File: src/design/rau_pkg.sv
`default_nettype none
// ----------------------------------------------------------------------------
// rau_pkg: shared types and constants of the rational arithmetic unit
// Operation codes, status codes, controller command and status structs.
// ----------------------------------------------------------------------------
package rau_pkg;
  localparam int VALUE_BITS = 32;
  localparam int MAG_W = 64;
  localparam int CNT_W = 7;

  typedef enum logic [2:0] {
    MODE_ADD = 3'd0, MODE_SUB = 3'd1, MODE_MUL = 3'd2,
    MODE_DIV = 3'd3, MODE_CMP = 3'd4
  } mode_t;

  localparam logic [1:0] ST_OK   = 2'd0;
  localparam logic [1:0] ST_ZERO = 2'd1;
  localparam logic [1:0] ST_OVF  = 2'd2;

  // datapath operations
  typedef enum logic [3:0] {
    OP_NONE, OP_LOAD, OP_GCD_D_INIT, OP_GCD_STEP, OP_DIV_INIT, OP_DIV_STEP,
    OP_SCALE1, OP_SCALE2, OP_COMBINE, OP_PROD, OP_GCD_N_INIT, OP_RED_N,
    OP_RED_D, OP_FINISH
  } op_t;

  typedef struct packed {
    op_t op;
  } cmd_t;

  typedef struct packed {
    logic       gcd_done;
    logic       div_done;
    logic [2:0] mode;
    logic       bad_den;
    logic       div_zero;
    logic       num_zero;
  } sts_t;
endpackage
`default_nettype wire

File: src/design/rau_ctrl.sv
`default_nettype none
// ----------------------------------------------------------------------------
// rau_ctrl: sequencer of the rational arithmetic unit
// Walks GCD, exact division and product steps and handles the handshake.
// ----------------------------------------------------------------------------
module rau_ctrl (
  input  wire logic          clk,
  input  wire logic          rst_n,
  input  wire logic          in_valid,
  output logic               in_stall,
  output logic               out_valid,
  input  wire logic          out_stall,
  output rau_pkg::cmd_t      cmd,
  input  wire rau_pkg::sts_t sts
);
  import rau_pkg::*;

  typedef enum logic [4:0] {
    S_IDLE, S_CHECK, S_GD_INIT, S_GD_START, S_GD_RUN, S_SC1, S_SC1_RUN, S_SC2,
    S_SC2_RUN, S_COMB, S_PROD, S_GN_INIT, S_GN_START, S_GN_RUN, S_RN, S_RN_RUN,
    S_RD, S_RD_RUN, S_RD_DIV, S_FIN, S_OUT
  } state_t;

  state_t state_r, state_nxt;
  logic   out_valid_r;

  assign in_stall  = (state_r != S_IDLE);
  assign out_valid = out_valid_r;

  always_comb begin
    state_nxt = state_r;
    cmd.op = OP_NONE;
    case (state_r)
      S_IDLE: if (in_valid) begin cmd.op = OP_LOAD; state_nxt = S_CHECK; end
      S_CHECK: begin
        if (sts.mode > MODE_CMP || sts.bad_den || sts.mode == MODE_CMP ||
            (sts.mode == MODE_DIV && sts.div_zero)) begin
          cmd.op = OP_PROD; state_nxt = S_FIN;
        end else if (sts.mode == MODE_ADD || sts.mode == MODE_SUB) begin
          cmd.op = OP_GCD_D_INIT; state_nxt = S_GD_START;
        end else begin
          cmd.op = OP_PROD; state_nxt = S_GN_INIT;
        end
      end
      S_GD_START: begin
        if (sts.gcd_done) begin cmd.op = OP_SCALE1; state_nxt = S_SC1; end
        else begin cmd.op = OP_GCD_STEP; state_nxt = S_GD_RUN; end
      end
      S_GD_RUN: begin
        cmd.op = OP_DIV_STEP;
        if (sts.div_done) state_nxt = S_GD_START;
      end
      S_SC1: begin cmd.op = OP_DIV_INIT; state_nxt = S_SC1_RUN; end
      S_SC1_RUN: begin
        cmd.op = OP_DIV_STEP;
        if (sts.div_done) state_nxt = S_SC2;
      end
      S_SC2: begin cmd.op = OP_SCALE2; state_nxt = S_GD_INIT; end
      S_GD_INIT: begin cmd.op = OP_DIV_INIT; state_nxt = S_SC2_RUN; end
      S_SC2_RUN: begin
        cmd.op = OP_DIV_STEP;
        if (sts.div_done) state_nxt = S_COMB;
      end
      S_COMB: begin cmd.op = OP_COMBINE; state_nxt = S_PROD; end
      S_PROD: begin cmd.op = OP_PROD; state_nxt = S_GN_INIT; end
      S_GN_INIT: begin
        if (sts.num_zero) state_nxt = S_FIN;
        else begin cmd.op = OP_GCD_N_INIT; state_nxt = S_GN_START; end
      end
      S_GN_START: begin
        if (sts.gcd_done) begin cmd.op = OP_RED_N; state_nxt = S_RN; end
        else begin cmd.op = OP_GCD_STEP; state_nxt = S_GN_RUN; end
      end
      S_GN_RUN: begin
        cmd.op = OP_DIV_STEP;
        if (sts.div_done) state_nxt = S_GN_START;
      end
      S_RN: begin cmd.op = OP_DIV_INIT; state_nxt = S_RN_RUN; end
      S_RN_RUN: begin
        cmd.op = OP_DIV_STEP;
        if (sts.div_done) state_nxt = S_RD;
      end
      S_RD: begin cmd.op = OP_RED_D; state_nxt = S_RD_RUN; end
      S_RD_RUN: begin
        // restart the divider on the denominator
        cmd.op = OP_DIV_INIT; state_nxt = S_RD_DIV;
      end
      S_RD_DIV: begin
        cmd.op = OP_DIV_STEP;
        if (sts.div_done) state_nxt = S_FIN;
      end
      S_FIN: begin cmd.op = OP_FINISH; state_nxt = S_OUT; end
      S_OUT: if (!out_stall) state_nxt = S_IDLE;
      default: state_nxt = S_IDLE;
    endcase
  end

  always_ff @(posedge clk) begin
    if (!rst_n) begin
      state_r <= S_IDLE;
      out_valid_r <= 1'b0;
    end else begin
      state_r <= state_nxt;
      out_valid_r <= (state_nxt == S_OUT);
    end
  end

`ifndef NO_ASSERTIONS
  a_stall_busy: assert property (@(posedge clk) disable iff (!rst_n)
    out_valid |-> in_stall) else $error("accepted input while result pending");
  a_hold: assert property (@(posedge clk) disable iff (!rst_n)
    out_valid && out_stall |=> out_valid) else $error("result dropped");
  a_load: assert property (@(posedge clk) disable iff (!rst_n)
    cmd.op == OP_LOAD |-> !in_stall) else $error("load while busy");
`endif
endmodule
`default_nettype wire

File: config.mk
export PLATFORM = sky130hd
export DESIGN_NAME = rau_ctrl
export DESIGN_NICKNAME = d
export VERILOG_FILES = /design/src/design/rau_pkg.sv /design/src/design/rau_ctrl.sv
export SDC_FILE = /design/constraint.sdc
export NUM_CORES = 1
export LEC_CHECK = 0
export BUFFER_PORTS_ARGS = -buffer_cell sky130_fd_sc_hd__buf_4
export CAP_MARGIN = 20
export CORE_MARGIN = 5
export CORE_UTILIZATION = 56
export DETAILED_ROUTE_END_ITERATION = 12
export PLACE_DENSITY = 0.88
export SYNTH_ARGS = -nofsm -noshare
export SYNTH_HDL_FRONTEND = slang
export SYNTH_SLANG_ARGS = --single-unit
File: constraint.sdc
create_clock -name clk -period 2.73 [get_ports clk]
set_clock_uncertainty 0.15 [all_clocks]
set_input_delay 0.546 -clock clk [delete_from_list [all_inputs] [get_ports clk]]
set_output_delay 0.546 -clock clk [all_outputs]
set_load 0.03 [all_outputs]
======== Word-level counts from Yosys, hierarchy flattened ========
Index checks and enable logic that the tools add are counted.
storage, ports and cells
  bits of input ports ..................... 12
  bits in registers ....................... 6
  output and inout port bits .............. 6
  ROM bits ................................ 0
  logic and storage cells ................. 58
  memory bits (writable) .................. 0
  bits in latches ......................... 0
  memories ................................ 0
operators by class
  bitwise gates (word level) .............. 0
  reduce and logical (&&, ||, !) cells .... 10
  equality and inequality tests ........... 24
  multipliers ............................. 0
  multiplexer cells ....................... 21
  shift-type cells ........................ 0
  $add $sub $neg .......................... 0
  divide/modulo/power cells ............... 0
  magnitude comparators ................... 1
operator list
  cell                                                             number
  5-bit one-hot mux with 21 select lines                           1
  5-bit two-way mux                                                10
  4-bit one-hot mux with 12 select lines                           1
  5-bit by 4-bit == test with 1-bit output, second input constant  8
  5-bit == test, second input constant                             6
  5-bit by 3-bit == test with 1-bit output, second input constant  4
  4-bit two-way mux                                                5
  5-bit by 2-bit == test with 1-bit output, second input constant  2
  6-bit OR reduction                                               1
  5-bit by 1-bit == test with 1-bit output, second input constant  1
  5-bit zero test                                                  1
  5-bit nonzero test                                               1
  1-bit logical OR                                                 4
  4-bit OR reduction                                               1
  3-bit by 1-bit == test with 1-bit output, second input constant  1
  3-bit by 2-bit == test with 1-bit output, second input constant  1
  3-bit == test, second input constant                             1
  3-bit greater-than comparator, second input constant             1
  3-bit zero test                                                  1
  3-bit two-way mux                                                1
  1-bit two-way mux                                                2
  2-bit two-way mux                                                1
  1-bit logical AND                                                1

======== Depth between registers and ports, before layout ========
Gate-level depths: netlist of the first run.
  word-level depth ........................ 7
  gate-level depth with buffers ........... 6
  mapped depth without buffers ............ 4

======== Worst setup path before layout of the first run ========
Ideal clock, no wire load.
  path kind ............................... register to output
  start point ............................. register state_r[2]
  end point ............................... output port cmd[2] (netlist bit)
  setup slack ............................. 0.473 ns
  data required time ...................... 2.034 ns
  buffers on the path ..................... 3
  arrival time ............................ 1.561 ns
  stages on the path, launching flop included .. 6
  path through ............................ dfxtp_1 -> buf_2 -> buf_6 -> buf_2 -> a21oi_1 -> nor3_1
RTL lines
  what                      line             text
  start: declaration        rau_ctrl.sv:24   state_t state_r, state_nxt;
  start signal: assignment  rau_ctrl.sv:103  state_r <= state_nxt;
  end: declaration          rau_ctrl.sv:13   output rau_pkg::cmd_t cmd,

==> reports/summary.txt, run 1 <==
Post-detailed-routing wire length: 2.295 mm
Clock edge transition at the registers on the reported setup and hold paths: 0.05 ns
Number of placement rows: 13
Post-CTS resize count: 0
Net switching component of the power: 571.3 uW
Mapped Cells: 112
Fraction of synthesized cell area taken by the top area cell type: 0.1534
Total global routing overflow: 0
Ordered cell list for the critical path: inv_2 -> nor4_1 -> a31oi_1 -> o211ai_1 -> buf_4
Main combinational cell family by area after synthesis: compound AO/OA/AOI/OAI gates
Pint: 465.1 uW
Delay-heaviest family, CP: flip-flops
Proportion of layout cells with a drive suffix above 1: 0.2598
Final Critical Period: 2.588 ns
Slowest cell delay on critical path: 0.69 ns
Remaining design rule violation count: 0
Slowest cell on crit path: sky130_fd_sc_hd__dfxtp_1
Number of global-route vias before repair: 904
Relative slew slack: 0.6090
Clock latency of the later-clocked register in the worst-skew pair: 0.25 ns
Category of the worst setup path launch point: flop
Worst endpoint data arrival time: 1.89 ns
Main synth FF type: sky130_fd_sc_hd__dfxtp_1
Global router's overall resource usage: 0.2342
Highest net fanout along the worst path: 18
Compound-Gate Fraction of Synth Area: 0.3626
Required time reported for the critical path endpoint: 2.03 ns
Number of enable-type register cells in the synthesized netlist: 0
Endpoint type of the worst setup path: output port
Routed vias: 983
Half-perimeter wire length of the detailed placement result: 1.748 mm
Number of hold violations in the final report: 0
Max rail drop VDD: 0.0008669 V
Total power density per cell area: 1135 nW/um2
Comb power frac: 0.720
Global-route wire length before repair: 3.891 mm
Result of the run: finished clean
Area added between synthesis and finish: 16.61%
Buffer and inverter count on the worst path: 2
Final clock period utilization by the worst path: 0.9479
Clock net sink count: 6
Switching portion of total power: 0.5512
Part of the Yosys area used for sequential elements: 0.1534
Nets in the synthesized netlist: 124
Final slew viol count: 0
Die X-Extent: 47.40 um
Antenna violations before repair: 0
Worst setup path category: reg -> out
Core Box Area: 1318 um2
Power share of the sequential group: 0.198
Die height: 47.40 um
Maximum count of clock buffers along a single path: 2
Number of warnings issued by yosys: 0
Class of the tightest hold or removal check: in -> reg
Fraction of synthesized cell area in xor and xnor cells: 0.02077
Via count normalized by instance count: 6.923
Number of distinct library cells after synthesis: 40
Average routed wire per standard cell: 16.16 um
Number of CTS-inserted buffers: 3
Cell area after synthesis: 783.3 um2
Number of nets with antenna violations after detailed routing: 0
Setup repair after global routing missed its margin: false
Sum Neg Setup Slack: 0 ns
Total number of H-tree levels: 1
Number of flip-flops and latches in the synthesized netlist: 6
LEAKAGE: 0.0003598 uW
Antenna diode count: 0
Final net count: 141
# setup viols final: 0
Syn avg cell area: 6.993 um2
Simple-Gate Fraction of Synth Area: 0.3371
Routability cong.: 0.9385
Cell taking the most area after synthesis: sky130_fd_sc_hd__dfxtp_1
Count of max-cap constraint violations: 0
Clock tree root driver cell: sky130_fd_sc_hd__clkbuf_4
Count of hold buffers inserted by post-cts repair: 0
Design Power: 1036 uW
Boundary Pins: 18
TritonCTS clock tree: done
Initial core utilization: 0.5945
Setup slack of the most critical reg-to-reg path: 0.86 ns
Drt first pass iters: 4
Mux cell area share after synthesis: 0.01438
Share of synthesized registers carrying an async set or reset: 0
Most area-consuming cells after synthesis: sky130_fd_sc_hd__dfxtp_1 (15%), sky130_fd_sc_hd__a21oi_1 (6.4%), sky130_fd_sc_hd__nor2_1 (5.3%), sky130_fd_sc_hd__nand2b_1 (4.8%), sky130_fd_sc_hd__nor3_1 (4.5%)
Overall die area: 2247 um2
Initial drt markers: 47
Peak Freq: 386.4 MHz
Synthesized-area fraction occupied by adder cells: 0
Largest net degree at the start of global routing: 21
Port Buf Inserts: 17
Worst slew pin tran: 0.5857 ns
Postcts setup bufs: 0
Fraction of power consumed by the clock network: 0.083
per-stage QoR:
step / util / cell area (um2) / worst slack [ns] / hold slack [ns] / std cells
4_1_cts: 0.6933 / 913.4 / 0.1956 / 0.4549 / 142
5_1_grt: 0.6933 / 913.4 / 0.01460 / 0.4772 / 142
6_report: 0.6933 / 913.4 / 0.1421 / 0.4567 / 142
3_5_place_dp: 0.6762 / 890.9 / 0.4663 / 0.5340 / 139
3_3_place_gp: 0.6762 / 890.9 / 0.5549 / 0.5138 / 139
2_1_floorplan: - / 783.3 / 0.4725 / 0.3972 / 112
power groups by stage:
stage                     combinational (uW)  sequential, uW  clock [uW]
after detailed placement                 734             200           0
after global routing                     812             211        88.3
after CTS                                739             198        84.7
after global placement                   722             198           0
after floorplan                          610             143           0
final                                    746             205        85.7
cells in the mapped netlist (2+ instances only):
cell type	count
sky130_fd_sc_hd__and3_1	5
sky130_fd_sc_hd__o211ai_1	2
sky130_fd_sc_hd__nand3_1	2
sky130_fd_sc_hd__o21ai_1	7
sky130_fd_sc_hd__a211oi_1	2
sky130_fd_sc_hd__nor2_1	11
sky130_fd_sc_hd__buf_6	3
sky130_fd_sc_hd__nor2b_1	3
sky130_fd_sc_hd__nor3_1	7
sky130_fd_sc_hd__a31oi_1	4
sky130_fd_sc_hd__o21ai_0	5
sky130_fd_sc_hd__or3b_1	2
sky130_fd_sc_hd__a21oi_1	10
sky130_fd_sc_hd__buf_2	4
sky130_fd_sc_hd__nand2_2	2
sky130_fd_sc_hd__nand2_1	4
sky130_fd_sc_hd__inv_2	2
sky130_fd_sc_hd__dfxtp_1	6
sky130_fd_sc_hd__a41oi_1	2
sky130_fd_sc_hd__nand2b_1	6
sky130_fd_sc_hd__buf_4	2
sky130_fd_sc_hd__inv_1	3
cell families (layout without fill, tap and decap cells):
kind of cell / count (synthesis) / after routing
AND/OR/NAND/NOR: 47 / 47
AO/OA/AOI/OAI: 43 / 43
buffers and inverters: 14 / 29
flip-flops: 6 / 6
XOR/XNOR: 1 / 1
multiplexers: 1 / 1
registers in the layout, indices dropped and copies added, names as in the netlist:
| name | flops |
|---|---|
| out_valid | 1 |
| state_r | 5 |
tightest hold or removal path, delay by kind of cell:
kind,cells,cell delay (ns)
AOI/OAI and AO/OA,1,0.08
and+or+nand+nor,1,0.06
buffers and inverters,1,0.12
cell type report:
cell class | count | area [um2]
Multi-Input combinational cell | 92 | 575.6
Fill cell | 114 | 404.1
Timing Repair Buffer | 21 | 157.7
Sequential cell | 6 | 120.1
Clock buffer | 3 | 22.52
Inverter | 5 | 18.77
Tap cell | 15 | 18.77
worst paths after layout:
check / startpoint / end / cells after the start
setup / recovery: state_r[3]$_SDFF_PN0_ / cmd[3] / 5
hold / removal: sts[4] / state_r[3]$_SDFF_PN0_ / 3
setup reg to reg: state_r[4]$_SDFF_PN0_ / state_r[0]$_SDFF_PN0_ / 4
hold reg to reg: state_r[0]$_SDFF_PN0_ / state_r[4]$_SDFF_PN0_ / 3
cells in the final DEF, fill, tap and decap left out, types with 2 or more instances in the layout:
master                      n
sky130_fd_sc_hd__and3_1     5
sky130_fd_sc_hd__or3b_1     2
sky130_fd_sc_hd__nor2_1    11
sky130_fd_sc_hd__a41oi_1    2
sky130_fd_sc_hd__a31oi_1    4
sky130_fd_sc_hd__o21ai_1    7
sky130_fd_sc_hd__nor2b_1    3
sky130_fd_sc_hd__o211ai_1   2
sky130_fd_sc_hd__a21oi_1   10
sky130_fd_sc_hd__buf_4     21
sky130_fd_sc_hd__clkbuf_4   3
sky130_fd_sc_hd__o21ai_0    5
sky130_fd_sc_hd__inv_2      2
sky130_fd_sc_hd__inv_1      3
sky130_fd_sc_hd__nand3_1    2
sky130_fd_sc_hd__nor3_1     7
sky130_fd_sc_hd__nand2_1    4
sky130_fd_sc_hd__nand2b_1   6
sky130_fd_sc_hd__nand2_2    2
sky130_fd_sc_hd__a211oi_1   2
sky130_fd_sc_hd__dfxtp_1    6
metal layers:
metal,up-vias,part of all wire,track usage
met2,69,0.48,0.4064
met1,447,0.38,0.2873
met5,-,0,0
met4,0,0.039,0.1050
li1,454,-,-
met3,13,0.099,0.02299
No activity file was read; power rests on OpenSTA's default activity.
==> inputs of run 2 (changes only) <==
--- a/config.mk
+++ b/config.mk
@@ -7,10 +7,12 @@
 export LEC_CHECK = 0
 export BUFFER_PORTS_ARGS = -buffer_cell sky130_fd_sc_hd__buf_4
 export CAP_MARGIN = 20
+export CELL_PAD_IN_SITES_DETAIL_PLACEMENT = 1
+export CELL_PAD_IN_SITES_GLOBAL_PLACEMENT = 1
 export CORE_MARGIN = 5
-export CORE_UTILIZATION = 56
+export CORE_UTILIZATION = 40
 export DETAILED_ROUTE_END_ITERATION = 12
-export PLACE_DENSITY = 0.88
+export PLACE_DENSITY = 0.89
 export SYNTH_ARGS = -nofsm -noshare
 export SYNTH_HDL_FRONTEND = slang
 export SYNTH_SLANG_ARGS = --single-unit
==> run 2 against run 1 <==
Net effect: register-to-register slack is essentially flat; global-route usage down 4.2 points; combinational power is 5.4% lower; via count decreased by 1.8%; core utilization decreased by 22 points; first-iteration DRC count decreased by 74%; sequential power is 23% higher; critical endpoint unchanged; largest cell class unchanged; sequential share of layout area rose by 0.24 points; die area is 31% higher; clock power barely moved; maximum frequency decreased by 1.9%.
==> reports/summary.txt, run 2 (same netlist as run 1, synthesis figures left out) <==
Total global routing overflow: 0 (unchanged)
Final standard cell count with taps included and fillers excluded: 152 (+7.0%)
Overall die area: 2943 um2 (+31%)
Largest Register: state_r
Largest net degree at the start of global routing: 23 (+9.5%)
Proportion of layout cells with a drive suffix above 1: 0.2640 (+0.004157)
Boundary Pins: 18 (unchanged)
Worst slew pin tran: 0.6549 ns (+0.06923 ns)
Routed vias: 965 (-1.8%)
Category of the worst setup path launch point: flop
Result of the run: finished clean
Critical hold path startpoint: sts[4]
Clock edge transition at the registers on the reported setup and hold paths: 0.05 ns (about the same)
Commonest cells after routing, fill and taps aside: sky130_fd_sc_hd__buf_4 (19), sky130_fd_sc_hd__nor2_1 (11), sky130_fd_sc_hd__a21oi_1 (10), sky130_fd_sc_hd__o21ai_1 (7), sky130_fd_sc_hd__nor3_1 (7)
Count of max-cap constraint violations: 0 (unchanged)
R2r startpoint: state_r[3]$_SDFF_PN0_
Final net count: 139 (-1.4%)
Area added between synthesis and finish: 16.93%
Number of hold violations in the final report: 0 (unchanged)
Maximum count of clock buffers along a single path: 2 (unchanged)
Average routed wire per standard cell: 17.68 um (+9.4%)
Relative slew slack: 0.5628 (-0.04621)
Setup repair after global routing missed its margin: false
Die X-Extent: 54.25 um (+14%)
Final clock period utilization by the worst path: 0.9666 (+0.01870)
Highest net fanout along the worst path: 18 (unchanged)
Post-detailed-routing wire length: 2.687 mm (+17%)
Worst setup path category: reg -> out
Die height: 54.25 um (+14%)
Via count normalized by instance count: 6.349 (-8.3%)
Most common cell after layout, fill and taps aside: sky130_fd_sc_hd__buf_4
Postcts setup bufs: 0 (unchanged)
Number of cells in the design after placement: 149 (+7.2%)
Antenna violations before repair: 0 (unchanged)
Half-perimeter wire length of the detailed placement result: 1.869 mm (+6.9%)
Port Buf Inserts: 17 (unchanged)
Setup slack at placement: 0.3339 ns (-0.1324 ns)
Number of placement rows: 16 (+3)
Peak Freq: 378.9 MHz (-1.9%)
Global-route wire length before repair: 4.160 mm (+6.9%)
Drt first pass iters: 4 (unchanged)
Endpoint type of the worst setup path: output port
Antenna diode count: 0 (unchanged)
Final slew viol count: 0 (unchanged)
Total number of H-tree levels: 1 (unchanged)
Number of fillers in the final layout: 269 (+140%)
Number of CTS-inserted buffers: 3 (unchanged)
Clock tree root driver cell: sky130_fd_sc_hd__clkbuf_4
Worst endpoint data arrival time: 1.94 ns (+0.05 ns)
Sum Neg Setup Slack: 0 ns (unchanged)
Number of nets with antenna violations after detailed routing: 0 (unchanged)
Remaining design rule violation count: 0 (unchanged)
Clock latency of the later-clocked register in the worst-skew pair: 0.25 ns (about the same)
Worst setup slack after layout: 0.09108 ns (-0.05106 ns)
Clock net sink count: 6 (unchanged)
Total power density per cell area: 1141 nW/um2 (+0.53%)
LEAKAGE: 0.0003502 uW (-2.7%)
Share of the core filled with cells: 0.4766 (-0.2167)
Global router's overall resource usage: 0.1919 (-0.04236)
Class of the tightest hold or removal check: in -> reg
Routability cong.: 0.8435 (-10%)
Core Box Area: 1922 um2 (+46%)
Smallest hold slack: 0.4849 ns (+0.02816 ns)
Number of flip-flops under the largest register name: 5 (unchanged)
Launch point of the critical path: state_r[3]$_SDFF_PN0_
Number of global-route vias before repair: 909 (+0.55%)
Initial core utilization: 0.4076 (-0.1869)
Initial drt markers: 12 (-74%)
Max rail drop VDD: 0.0006161 V (-29%)
# setup viols final: 0 (unchanged)
Final Critical Period: 2.639 ns (+0.05106 ns)
TritonCTS clock tree: done
Required time reported for the critical path endpoint: 2.03 ns (about the same)
-- run 2: report_power, final --
part	internal, uW	total, uW	leakage [uW]	switching [uW]
combinational	284	706	0.000287	421
sequential	118	253	0.0000497	135
clock	50.0	85.7	0.0000138	35.8
total	453	1040	0.000350	592
-- run 2: critical path: stages, from the launching register on --
cell,delay (ns)
sky130_fd_sc_hd__dfxtp_1,0.74
sky130_fd_sc_hd__inv_2,0.18
sky130_fd_sc_hd__nor4_1,0.30
sky130_fd_sc_hd__a31oi_1,0.08
sky130_fd_sc_hd__o211ai_1,0.19
sky130_fd_sc_hd__buf_4,0.19
-- run 2: area by class of cell --
type,count,area (um2),area share
multi-input cells,92,575.6,0.6284
repair buffers,19,142.6,0.1557
flip-flops and latches,6,122.6,0.1339
well taps,27,33.78,0.03689
clock buffers,3,22.52,0.02459
inverters,5,18.77,0.02049
-- run 2: per-stage QoR --
step	total power, uW	area, um2
2_1_floorplan	752.7	783.3
3_3_place_gp	913.5	890.9
3_5_place_dp	938.6	890.9
4_1_cts	1027	913.4
5_1_grt	1113	915.9
6_report	1045	915.9
-- run 2: per-layer routing --
| metal | share of wire | track usage |
|---|---|---|
| met5 | 0 | 0 |
| met4 | 0.0093 | 0.05394 |
| met3 | 0.045 | 0.01362 |
| met2 | 0.52 | 0.3606 |
| met1 | 0.43 | 0.2299 |
-- run 2: final timing paths --
| check | to | slack, ns | cells after the start |
|---|---|---|---|
| worst max-delay path | cmd[3] | 0.09 | 5 |
| worst min-delay path | state_r[3]$_SDFF_PN0_ | 0.48 | 3 |
| worst max register to register | state_r[0]$_SDFF_PN0_ | 0.87 | 4 |
| worst min register to register | state_r[4]$_SDFF_PN0_ | 0.54 | 2 |
-- run 2: repair_timing --
item	4_1_cts	5_1_grt
setup endpoints to repair	0	2
gates resized for setup	0	2
hold buffers	0	0
==> inputs of run 3 (changes only) <==
--- a/config.mk
+++ b/config.mk
@@ -10,9 +10,9 @@
 export CELL_PAD_IN_SITES_DETAIL_PLACEMENT = 1
 export CELL_PAD_IN_SITES_GLOBAL_PLACEMENT = 1
 export CORE_MARGIN = 5
-export CORE_UTILIZATION = 40
+export CORE_UTILIZATION = 37
 export DETAILED_ROUTE_END_ITERATION = 12
-export PLACE_DENSITY = 0.89
+export PLACE_DENSITY = 0.84
 export SYNTH_ARGS = -nofsm -noshare
 export SYNTH_HDL_FRONTEND = slang
 export SYNTH_SLANG_ARGS = --single-unit
==> constraint.sdc (replaced) <==
create_clock -name clk -period 2.8 [get_ports clk]
set_clock_uncertainty 0.15 [all_clocks]
set_input_delay 0.56 -clock clk [delete_from_list [all_inputs] [get_ports clk]]
set_output_delay 0.56 -clock clk [all_outputs]
set_load 0.03 [all_outputs]
==> run 3 against run 2 <==
Net effect: clock power down 2.5%; sequential cell count unchanged; non-clock buffer count up 2; first-iteration DRC count up 110%; critical path depth down 1; global-route usage down 1.2 points; critical path type unchanged.
==> reports/summary.txt, run 3 (same netlist as run 1, synthesis figures left out) <==
Result of the run: finished clean
Smallest hold slack: 0.4828 ns (-0.002051 ns)
Number of global-route vias before repair: 982 (+8.0%)
Maximum count of clock buffers along a single path: 2 (unchanged)
Sum Neg Setup Slack: 0 ns (unchanged)
Count of hold buffers inserted by post-cts repair: 0 (unchanged)
Total global routing overflow: 0 (unchanged)
Multi-input gate area in the final layout: 575.6 um2 (unchanged)
Via count normalized by instance count: 6.273 (-1.2%)
Post-detailed-routing wire length: 2.717 mm (+1.1%)
Category of the worst setup path launch point: flop
Post-place instance area: 905.9 um2 (+1.7%)
Max rail drop VDD: 0.0006350 V (+3.1%)
Half-perimeter wire length of the detailed placement result: 2.060 mm (+10%)
Sequential cell area: 120.1 um2 (-2.0%)
Worst endpoint data arrival time: 1.93 ns (about the same)
LEAKAGE: 0.0003599 uW (+2.8%)
Final Critical Period: 2.642 ns
Number of CTS-inserted buffers: 3 (unchanged)
Slowest cell on crit path: sky130_fd_sc_hd__dfxtp_1
Highest net fanout along the worst path: 18 (unchanged)
Global router's overall resource usage: 0.1800 (-0.01184)
Die height: 56.01 um (+3.2%)
Launch point of the critical path: state_r[0]$_SDFF_PN0_
Remaining design rule violation count: 0 (unchanged)
Setup repair after global routing missed its margin: false
Boundary Pins: 18 (unchanged)
Delay-heaviest family, CP: flip-flops
Port Buf Inserts: 17 (unchanged)
R2r startpoint: state_r[1]$_SDFF_PN0_
Total power density per cell area: 1115 nW/um2 (-2.2%)
Clock tree root driver cell: sky130_fd_sc_hd__clkbuf_4
Final net count: 141 (+1.4%)
Initial drt markers: 25 (+13)
Routability cong.: 0.8719 (+3.4%)
Routed vias: 966 (+0.10%)
Final slew viol count: 0 (unchanged)
Number of hold violations in the final report: 0 (unchanged)
Die X-Extent: 56.01 um (+3.2%)
Commonest cells after routing, fill and taps aside: sky130_fd_sc_hd__buf_4 (21), sky130_fd_sc_hd__nor2_1 (11), sky130_fd_sc_hd__a21oi_1 (10), sky130_fd_sc_hd__o21ai_1 (7), sky130_fd_sc_hd__nor3_1 (7)
Slowest cell delay on critical path: 0.75 ns (about the same)
Buffer and inverter count on the worst path: 1 (-1)
Average routed wire per standard cell: 17.64 um (-0.20%)
Relative slew slack: 0.5491 (-0.01368)
Area added between synthesis and finish: 18.53%
Ordered cell list for the critical path: nor2_1 -> and3_1 -> nor3_1 -> buf_4
Global-route met3 utilization: 0.04408 (+0.03046)
Class of the tightest hold or removal check: in -> reg
TritonCTS clock tree: done
Number of flip-flops under the largest register name: 5 (unchanged)
Largest net degree at the start of global routing: 19 (-17%)
Initial core utilization: 0.3952 (-0.01235)
Clock net sink count: 6 (unchanged)
GR Util met2: 0.2755 (-0.08510)
Global-route wire length before repair: 4.595 mm (+10%)
Required time reported for the critical path endpoint: 2.09 ns (+0.06 ns)
Worst slew pin tran: 0.6754 ns (+0.02049 ns)
# setup viols final: 0 (unchanged)
Postcts setup bufs: 0 (unchanged)
Post-CTS resize count: 0 (unchanged)
Drt first pass iters: 4 (unchanged)
Clock edge transition at the registers on the reported setup and hold paths: 0.05 ns (about the same)
Met1 Track Usage GR: 0.2288 (-0.001118)
Share of the core filled with cells: 0.4684 (-0.008128)
Peak Freq: 378.5 MHz
Number of fillers in the final layout: 270 (+0.37%)
Antenna violations before repair: 0 (unchanged)
Clock latency of the later-clocked register in the worst-skew pair: 0.25 ns (about the same)
Proportion of layout cells with a drive suffix above 1: 0.2598 (-0.004157)
Number of placement rows: 16 (unchanged)
Worst setup path category: reg -> out
Most crowded layer after global routing: met2
Setup slack of the most critical reg-to-reg path: 0.83 ns (-0.04 ns)
Layout Cell Area excl Fill: 928.4 um2 (+1.4%)
Total number of H-tree levels: 1 (unchanged)
Endpoint type of the worst setup path: output port
Largest Register: state_r
Number of nets with antenna violations after detailed routing: 0 (unchanged)
Count of max-cap constraint violations: 0 (unchanged)
Most common cell after layout, fill and taps aside: sky130_fd_sc_hd__buf_4
Antenna diode count: 0 (unchanged)
Critical hold path startpoint: sts[4]
Final clock period utilization by the worst path: 0.9437
Overall die area: 3137 um2 (+6.6%)
Design Power: 1035 uW (-0.91%)
Core Box Area: 1982 um2 (+3.1%)
==> run 3: final cells by class <==
class / instances / share of cell area
clock buffers: 3 / 0.02426
repair buffers: 21 / 0.1698
flip-flops and latches: 6 / 0.1294
inverters: 5 / 0.02022
well taps: 27 / 0.03639
multi-input cells: 92 / 0.6199
==> run 3: per-stage QoR <==
stage               std cells  setup WS (ns)
finish                    154         0.1577
global route              154        0.02431
CTS                       154         0.1944
detailed placement        151         0.4805
global placement          151         0.4946
floorplan                 112         0.5285
==> run 3: report_power, final <==
group          switching, uW  internal, uW  leakage [uW]
Combinational            437           292      0.000297
Sequential               111           112     0.0000490
Clock                   34.9          48.7     0.0000138
==> run 3: tightest hold or removal path: stages <==
cell and delay (ns):
sky130_fd_sc_hd__buf_4 0.12, sky130_fd_sc_hd__nand3_1 0.06, sky130_fd_sc_hd__a31oi_1 0.09
==> run 3: final timing paths <==
check / cells past startpoint / to
max reg2reg: 5 / state_r[0]$_SDFF_PN0_
min: 3 / state_r[3]$_SDFF_PN0_
max: 4 / cmd[2]
min reg2reg: 2 / out_valid$_SDFF_PN0_
==> run 3: routing by layer <==
layer,wire [um],part of all wire,up-vias
met1,1185,0.44,459
met2,1276,0.47,43
met3,145,0.053,13
met4,110,0.040,0
li1,-,-,451
met5,0,0,-
